`config.mk`:
```
export PLATFORM = sky130hd
export DESIGN_NAME = calendar_time_field_editor_core
export DESIGN_NICKNAME = d
export VERILOG_FILES = /design/src/rtl/cte_pkg.sv /design/src/rtl/cte_step.sv /design/src/rtl/calendar_time_field_editor_core.sv
export SDC_FILE = /design/constraint.sdc
export NUM_CORES = 1
export LEC_CHECK = 0
export ABC_AREA = 1
export BUFFER_PORTS_ARGS = -buffer_cell sky130_fd_sc_hd__clkbuf_2
export CORE_MARGIN = 1
export CORE_UTILIZATION = 62
export DETAILED_ROUTE_END_ITERATION = 6
export PLACE_DENSITY = 0.82
export SLEW_MARGIN = 5
export SYNTH_ARGS = -nofsm -noshare
export SYNTH_HDL_FRONTEND = slang
export SYNTH_HIERARCHICAL = 1
export SYNTH_SLANG_ARGS = --single-unit
```
`constraint.sdc`:
```
create_clock -name clk -period 7 [get_ports clk]
set_input_delay 1.4 -clock clk [delete_from_list [all_inputs] [get_ports clk]]
set_output_delay 1.4 -clock clk [all_outputs]
set_load 0.01 [all_outputs]
```
`src/rtl/cte_pkg.sv`:
```
// Types, codes and constants of the calendar time field editor.
`timescale 1ns / 1ps

package cte_pkg;

  localparam logic [2:0] CMD_LOAD   = 3'd0;
  localparam logic [2:0] CMD_CANCEL = 3'd1;
  localparam logic [2:0] CMD_COMMIT = 3'd2;
  localparam logic [2:0] CMD_NEXT   = 3'd3;
  localparam logic [2:0] CMD_PREV   = 3'd4;
  localparam logic [2:0] CMD_INC    = 3'd5;
  localparam logic [2:0] CMD_DEC    = 3'd6;

  localparam logic [2:0] FIELD_WEEKDAY = 3'd0;
  localparam logic [2:0] FIELD_MONTH   = 3'd1;
  localparam logic [2:0] FIELD_DATE    = 3'd2;
  localparam logic [2:0] FIELD_YEAR    = 3'd3;
  localparam logic [2:0] FIELD_HOUR    = 3'd4;
  localparam logic [2:0] FIELD_MINUTE  = 3'd5;
  localparam logic [2:0] FIELD_SECOND  = 3'd6;

  localparam logic [2:0]  WEEKDAY_MIN = 3'd1;
  localparam logic [2:0]  WEEKDAY_MAX = 3'd7;
  localparam logic [3:0]  MONTH_MIN   = 4'd1;
  localparam logic [3:0]  MONTH_MAX   = 4'd12;
  localparam logic [4:0]  DATE_MIN    = 5'd1;
  localparam logic [11:0] YEAR_MIN    = 12'd1900;
  localparam logic [11:0] YEAR_MAX    = 12'd2099;
  localparam logic [4:0]  HOUR_MAX    = 5'd23;
  localparam logic [5:0]  MINSEC_MAX  = 6'd59;

  typedef struct packed {
    logic [2:0]  weekday;
    logic [3:0]  month;
    logic [4:0]  date;
    logic [11:0] year;
    logic [4:0]  hour;
    logic [5:0]  minute;
    logic [5:0]  second;
  } cte_time_t;

  typedef struct packed {
    logic commit;
    logic cancel;
  } cte_flags_t;

  localparam cte_time_t RESET_TIME = '{
    weekday: WEEKDAY_MIN, month: MONTH_MIN, date: DATE_MIN, year: YEAR_MIN,
    hour: 5'd0, minute: 6'd0, second: 6'd0
  };

  // Days in a month; February gains a day in years divisible by four.
  function automatic logic [4:0] month_days(input logic [3:0] month, input logic leap);
    logic [4:0] days;
    case (month) inside
      4'd4, 4'd6, 4'd9, 4'd11: days = 5'd30;
      4'd2:                    days = leap ? 5'd29 : 5'd28;
      default:                 days = 5'd31;
    endcase
    return days;
  endfunction

endpackage

```
`src/rtl/cte_step.sv`:
```
// Next edit copy and selection for one button event.
`timescale 1ns / 1ps

module cte_step (
  input  logic [2:0]         command,
  input  cte_pkg::cte_time_t load_time,
  input  logic [2:0]         cur_sel,
  input  cte_pkg::cte_time_t cur_time,
  output logic [2:0]         nxt_sel,
  output cte_pkg::cte_time_t nxt_time,
  output cte_pkg::cte_flags_t flags
);

  logic signed [5:0]  month_raw;
  logic signed [6:0]  date_raw;
  logic signed [13:0] year_raw;
  logic [11:0]        year_fix;
  logic [3:0]         month_fix;
  logic [4:0]         days;
  logic [4:0]         date_fix;
  logic [2:0]         sel_new;
  cte_pkg::cte_time_t work;

  always_comb begin
    sel_new   = cur_sel;
    work      = cur_time;
    month_raw = $signed({2'b00, cur_time.month});
    date_raw  = $signed({2'b00, cur_time.date});
    year_raw  = $signed({2'b00, cur_time.year});

    unique case (command)
      cte_pkg::CMD_LOAD: begin
        work      = load_time;
        month_raw = $signed({2'b00, load_time.month});
        date_raw  = $signed({2'b00, load_time.date});
        year_raw  = $signed({2'b00, load_time.year});
        sel_new   = cte_pkg::FIELD_WEEKDAY;
      end
      cte_pkg::CMD_NEXT: begin
        sel_new = (cur_sel < cte_pkg::FIELD_SECOND) ? cur_sel + 3'd1 : cte_pkg::FIELD_WEEKDAY;
      end
      cte_pkg::CMD_PREV: begin
        sel_new = (cur_sel > cte_pkg::FIELD_WEEKDAY) ? cur_sel - 3'd1 : cte_pkg::FIELD_SECOND;
      end
      cte_pkg::CMD_INC: begin
        case (cur_sel)
          cte_pkg::FIELD_WEEKDAY: work.weekday = (cur_time.weekday < cte_pkg::WEEKDAY_MAX) ?
                                    cur_time.weekday + 3'd1 : cte_pkg::WEEKDAY_MIN;
          cte_pkg::FIELD_MONTH:   month_raw = month_raw + 6'sd1;
          cte_pkg::FIELD_DATE:    date_raw  = date_raw + 7'sd1;
          cte_pkg::FIELD_YEAR:    year_raw  = year_raw + 14'sd1;
          cte_pkg::FIELD_HOUR:    work.hour = (cur_time.hour < cte_pkg::HOUR_MAX) ?
                                    cur_time.hour + 5'd1 : 5'd0;
          cte_pkg::FIELD_MINUTE:  work.minute = (cur_time.minute < cte_pkg::MINSEC_MAX) ?
                                    cur_time.minute + 6'd1 : 6'd0;
          cte_pkg::FIELD_SECOND:  work.second = (cur_time.second < cte_pkg::MINSEC_MAX) ?
                                    cur_time.second + 6'd1 : 6'd0;
          default: ;
        endcase
      end
      cte_pkg::CMD_DEC: begin
        case (cur_sel)
          cte_pkg::FIELD_WEEKDAY: work.weekday = (cur_time.weekday > cte_pkg::WEEKDAY_MIN) ?
                                    cur_time.weekday - 3'd1 : cte_pkg::WEEKDAY_MAX;
          cte_pkg::FIELD_MONTH:   month_raw = month_raw - 6'sd1;
          cte_pkg::FIELD_DATE:    date_raw  = date_raw - 7'sd1;
          cte_pkg::FIELD_YEAR:    year_raw  = year_raw - 14'sd1;
          cte_pkg::FIELD_HOUR:    work.hour = (cur_time.hour > 5'd0) ?
                                    cur_time.hour - 5'd1 : cte_pkg::HOUR_MAX;
          cte_pkg::FIELD_MINUTE:  work.minute = (cur_time.minute > 6'd0) ?
                                    cur_time.minute - 6'd1 : cte_pkg::MINSEC_MAX;
          cte_pkg::FIELD_SECOND:  work.second = (cur_time.second > 6'd0) ?
                                    cur_time.second - 6'd1 : cte_pkg::MINSEC_MAX;
          default: ;
        endcase
      end
      default: ;
    endcase

    // Range rules: year first, then month, then the date against the month length.
    if (year_raw > $signed({2'b00, cte_pkg::YEAR_MAX})) begin
      year_fix = cte_pkg::YEAR_MIN;
    end else if (year_raw < $signed({2'b00, cte_pkg::YEAR_MIN})) begin
      year_fix = cte_pkg::YEAR_MAX;
    end else begin
      year_fix = year_raw[11:0];
    end

    if (month_raw > $signed({2'b00, cte_pkg::MONTH_MAX})) begin
      month_fix = cte_pkg::MONTH_MIN;
    end else if (month_raw < $signed({2'b00, cte_pkg::MONTH_MIN})) begin
      month_fix = cte_pkg::MONTH_MAX;
    end else begin
      month_fix = month_raw[3:0];
    end

    days = cte_pkg::month_days(month_fix, year_fix[1:0] == 2'b00);

    // An overflowing date wraps only while the date itself is being edited.
    if (date_raw > $signed({2'b00, days})) begin
      date_fix = (sel_new == cte_pkg::FIELD_DATE) ? cte_pkg::DATE_MIN : days;
    end else if (date_raw < $signed({2'b00, cte_pkg::DATE_MIN})) begin
      date_fix = days;
    end else begin
      date_fix = date_raw[4:0];
    end

    flags.commit = (command == cte_pkg::CMD_COMMIT);
    flags.cancel = (command == cte_pkg::CMD_CANCEL);

    if (flags.commit || flags.cancel) begin
      nxt_sel  = cur_sel;
      nxt_time = cur_time;
    end else begin
      nxt_sel        = sel_new;
      nxt_time       = work;
      nxt_time.month = month_fix;
      nxt_time.date  = date_fix;
      nxt_time.year  = year_fix;
    end
  end

endmodule

```
`src/rtl/calendar_time_field_editor_core.sv`:
```
// Top level of the calendar time field editor: input register, edit state, result register.
`timescale 1ns / 1ps

// Channel   Direction  tuser                          tdata
// s_axis    in         command[2:0]                   load weekday..second, 41 bits in 48
// m_axis    out        commit[0], cancel[1]           field, edit weekday..second, 44 in 48
//
// An accepted item is registered in the input register, then stepped against the edit state
// into the result register once that register is empty or being taken by the consumer.
// One item per cycle is sustained while m_axis_tready stays high: the input register refills
// while the result register drains.
// A stall on m_axis holds the result and the input register; s_axis_tready falls only when both hold.
// rst (synchronous) empties both registers and restores the edit state to 1900-01-01 00:00:00,
// weekday 1, field 0.

module calendar_time_field_editor_core (
  input  logic        clk,
  input  logic        rst,
  input  logic        s_axis_tvalid,
  output logic        s_axis_tready,
  // [2:0] weekday, [6:3] month, [11:7] date, [23:12] year, [28:24] hour,
  // [34:29] minute, [40:35] second, [47:41] zero
  input  logic [47:0] s_axis_tdata,
  // [2:0] command
  input  logic [2:0]  s_axis_tuser,
  output logic        m_axis_tvalid,
  input  logic        m_axis_tready,
  // [2:0] selected field, [5:3] weekday, [9:6] month, [14:10] date, [26:15] year,
  // [31:27] hour, [37:32] minute, [43:38] second, [47:44] zero
  output logic [47:0] m_axis_tdata,
  // [0] commit strobe, [1] cancel strobe
  output logic [1:0]  m_axis_tuser
);

  logic                in_valid;
  logic [2:0]          in_cmd;
  cte_pkg::cte_time_t  in_load;

  logic [2:0]          sel;
  cte_pkg::cte_time_t  edit_time;

  logic                out_valid;
  logic [2:0]          out_sel;
  cte_pkg::cte_time_t  out_time;
  cte_pkg::cte_flags_t out_flags;

  logic [2:0]          sel_next;
  cte_pkg::cte_time_t  edit_time_next;
  cte_pkg::cte_flags_t flags_next;

  logic                accept;
  logic                advance;

  assign advance       = in_valid && (!out_valid || m_axis_tready);
  assign s_axis_tready = !in_valid || advance;
  assign accept        = s_axis_tvalid && s_axis_tready;

  cte_step u_step (
    .command   (in_cmd),
    .load_time (in_load),
    .cur_sel   (sel),
    .cur_time  (edit_time),
    .nxt_sel   (sel_next),
    .nxt_time  (edit_time_next),
    .flags     (flags_next)
  );

  always_ff @(posedge clk) begin
    if (rst) begin
      in_valid <= 1'b0;
    end else if (accept) begin
      in_valid <= 1'b1;
    end else if (advance) begin
      in_valid <= 1'b0;
    end
  end

  always_ff @(posedge clk) begin
    if (accept) begin
      in_cmd          <= s_axis_tuser;
      in_load.weekday <= s_axis_tdata[2:0];
      in_load.month   <= s_axis_tdata[6:3];
      in_load.date    <= s_axis_tdata[11:7];
      in_load.year    <= s_axis_tdata[23:12];
      in_load.hour    <= s_axis_tdata[28:24];
      in_load.minute  <= s_axis_tdata[34:29];
      in_load.second  <= s_axis_tdata[40:35];
    end
  end

  always_ff @(posedge clk) begin
    if (rst) begin
      sel       <= cte_pkg::FIELD_WEEKDAY;
      edit_time <= cte_pkg::RESET_TIME;
    end else if (advance) begin
      sel       <= sel_next;
      edit_time <= edit_time_next;
    end
  end

  always_ff @(posedge clk) begin
    if (rst) begin
      out_valid <= 1'b0;
    end else if (advance) begin
      out_valid <= 1'b1;
    end else if (m_axis_tready) begin
      out_valid <= 1'b0;
    end
  end

  always_ff @(posedge clk) begin
    if (advance) begin
      out_sel   <= sel_next;
      out_time  <= edit_time_next;
      out_flags <= flags_next;
    end
  end

  assign m_axis_tvalid = out_valid;
  assign m_axis_tdata  = {4'b0000, out_time.second, out_time.minute, out_time.hour,
                          out_time.year, out_time.date, out_time.month, out_time.weekday,
                          out_sel};
  assign m_axis_tuser  = {out_flags.cancel, out_flags.commit};

endmodule

```
==> impl_results.md <==
- Run status: complete, no violations
- CP arrival: 5.66 ns
- GPL Wtd Cong: 0.9183
- Commonest non-fill, non-tap cell in the layout: nand2_1
- Port Buffers: 95
- Hold bufs inserted after CTS: 0
- Max incr delay on CP: between 1 and 1.5 ns
- Placed cells: 1364
- Clock transition at path regs: approximately 0.060 ns
- Fillcell total: about 1100
- H-Tree Depth: 4
- Fmax: 188.7 MHz
- Final hold viol count: 0
- Post-Syn Instances: 1134
- CP delay by family, top: simple AND/OR/NAND/NOR gates
- Drt first pass iters: 7
- Root buffer cell: clkbuf_16
- CTS resizes: 0
- FF+latch area: 0.003625 sq mm
- Peak supply drop: 212.8 uV
- Commonest non-fill, non-tap cells in the layout: nand2_1, inv_1, nand3_1
- Bufs and invs on worst path: 2
- Routing usage on met2: 0.5305
- Area growth syn-to-layout: 12.11%
- DR WL/cell: 15.71 microns
- First-pass GRT wire length: 35550 microns
- Number of vias per cell: 5.774
- Fin crit share: 0.7570
- Initial core utilization: 0.6382
- Die area: 0.01416 sq mm
- Vias: 8060
- R2r worst-path depth: 28
- Most Crowded Layer GR: met2
- Rows: 42
- Post-synthesis cell type count: 54
- Grt ovf: 0
- Setup TNS Final: 0 ns
- Final setup viols: 0
- Final count of pins violating max slew: 0
- Sequential fraction of the synthesis area: 0.4270
- Clk sink count: roughly 140
- Syn Area/Cell: 7.483 sq um
- Pwr dens: ~240 mW/mm^2
- Drc violations: 0
- Grt met1 use: 0.3970
- DP HPWL: 13880 microns
- Vias in the first global route: 7533
- Core area: 0.01330 sq mm
- Critical path capture point type: register
- Hold worst-path end: edit_time[40]
- Critical-path maximum fanout: 24
- Worst Hold Class: reg2reg
- Final nets: 1285
- CTS Buf Count: 17
- Worst rel slew slack: 0.1371
- Critical path type: reg2reg
- All-Layer GR Usage: 0.3182
- Maximum Capacitance Violations: 0
- Min-delay src: edit_time[40]
- Min Clock Period, post-route: 5.299 ns
- N_diodes: 0
- R2r setup slk: 1.70 ns
- Synth Cell Area: 0.008486 sq mm
- Worst-Skew Late Latency: 0.43 ns
- Hold_ws: 0.5208 ns
- Crit-path slowest cell: nor2_2
- CP dominant cell by count: nand2_1
- Synth warn: 6
- Pwr Total: around 2.3 mW
- Slew @ Worst Pin: around 1.3 ns
- Async SR Flop Fraction: 0
- RSZ-0062 raised after global routing: no
- R2r endpoint: edit_time[32]
- Hold path depth: 2
- Longest Clk Path Bufs: 2
- Met3 GRT Util: 0.07375
- CP startpoint kind: register
- Layout cells sized above 1: 0.1426
- Register bit total from synthesis: 136
- Post-CTS Setup Inserts: 0
- Final ANT Viol Nets: 0
- Post-route insts no fill: 1396
- Initial antenna violation count: 0
- Die H: 119.0 microns
- IO Count: between 100 and 150
- Number of synthesized flops with an enable pin: 90
- Lkg Pwr: 4.210 nW
- DIE WIDTH: 119.0 microns
- Synth Flop Type: edfxtp_1
- Critical Path RT: around 7.4 ns
- Initial drt markers: approximately 1000
- Worst reg2reg startpoint: in_cmd[2]
- CTS tree: built
- Total Wirelength: about 22000 microns
- Area of the multi-input gates: 0.004025 sq mm
- Largest net degree at the start of global routing: 81
- Post-route clock skew: 0.009173 ns
Yosys cell counts (2+ instances only):
master	n	area, sq um
a211oi_1	4	30.03
a21oi_1	77	385.4
a21oi_2	2	17.52
a221oi_1	2	17.52
a22oi_1	3	22.52
a31oi_1	5	31.28
a32oi_1	3	26.28
buf_1	3	11.26
buf_2	20	100.1
buf_4	10	75.07
buf_6	5	56.30
buf_8	2	30.03
clkbuf_1	7	26.28
clkinv_1	4	15.01
dfxtp_1	46	920.9
edfxtp_1	90	2703
ha_1	23	287.8
inv_1	129	484.2
inv_2	8	30.03
nand2_1	277	1040
nand2_2	5	31.28
nand2_4	3	33.78
nand3_1	125	625.6
nand3_2	9	90.09
nand3_4	2	35.03
nand4_1	19	118.9
nor2_1	122	457.9
nor2_2	9	56.30
nor3_1	13	65.06
o211ai_1	12	90.09
o21ai_0	57	285.3
o21ai_1	10	50.05
o221ai_1	3	26.28
o22ai_1	5	31.28
worst max-delay path by stage:
stage / start / endpoint / slack (ns) / cells past startpoint
floorplan: sel[1] / edit_time[32] / 3.31 / 34
global placement: in_cmd[2] / edit_time[32] / 2.01 / 30
detailed placement: in_cmd[2] / edit_time[31] / 1.92 / 28
CTS: in_cmd[2] / edit_time[32] / 1.86 / 28
global route: in_cmd[2] / edit_time[32] / 1.37 / 30
finish: in_cmd[2] / edit_time[32] / 1.70 / 28
worst reg2reg max path: cells and delay by family (launching register included):
| family | cells | cell delay (ns) |
|---|---|---|
| AO/OA/AOI/OAI | 2 | 0.35 |
| adder cells (fa/ha/maj) | 1 | 0.28 |
| buffers and inverters | 2 | 0.12 |
| flip-flops | 1 | 0.60 |
| AND/OR/NAND/NOR | 23 | 3.91 |
state kept, by name, summed over array words and instances (netlist names):
signal         count
sel                3
edit_time         41
in_cmd             3
in_valid           1
m_axis_tdata      41
out_sel            3
m_axis_tvalid      1
in_load           41
m_axis_tuser       2
metrics by stage:
stage	instance area [sq um]	worst slack (ns)	util
2_1_floorplan	8497	3.309	-
4_1_cts	9513	1.858	0.7155
6_report	9513	1.701	0.7155
3_5_place_dp	8920	1.922	0.6709
3_3_place_gp	8920	2.014	0.6709
5_1_grt	9513	1.375	0.7155
power by group:
group	switching, mW	internal (mW)
clock network	0.335	0.576
logic	0.284	0.134
registers	0.0454	0.925
total	0.664	1.64
cells by family (layout without fill, tap and decap cells):
| logic type | Yosys count | count (layout) | synth area share |
|---|---|---|---|
| xor gates and xnor gates | 2 | 2 | 0.002065 |
| buffers and inverters | 191 | 274 | 0.09997 |
| other | 1 | 4 | 0.0004419 |
| AOI/OAI and AO/OA | 191 | 191 | 0.1290 |
| adders and majority gates | 23 | 23 | 0.03391 |
| and+or+nand+nor | 590 | 590 | 0.3076 |
| DFF | 136 | 136 | 0.4270 |
routing by layer:
metal  vias to the layer above  routed length (microns)
met3                        63                     1751
met4                         0                      600
met5                         -                        0
met1                      3641                     9251
met2                       415                    10330
li1                       3941                        -
layout make-up:
cell class / count / share of cell area
multi-input combinational: 810 / 0.4231
sequential: 136 / 0.3810
clock inverter: 9 / 0.01315
inverter: 143 / 0.05721
timing repair buffer: 99 / 0.05314
tap: 176 / 0.02315
clock buffer: 23 / 0.04919
Note: power is estimated with default switching activity, not from simulation.
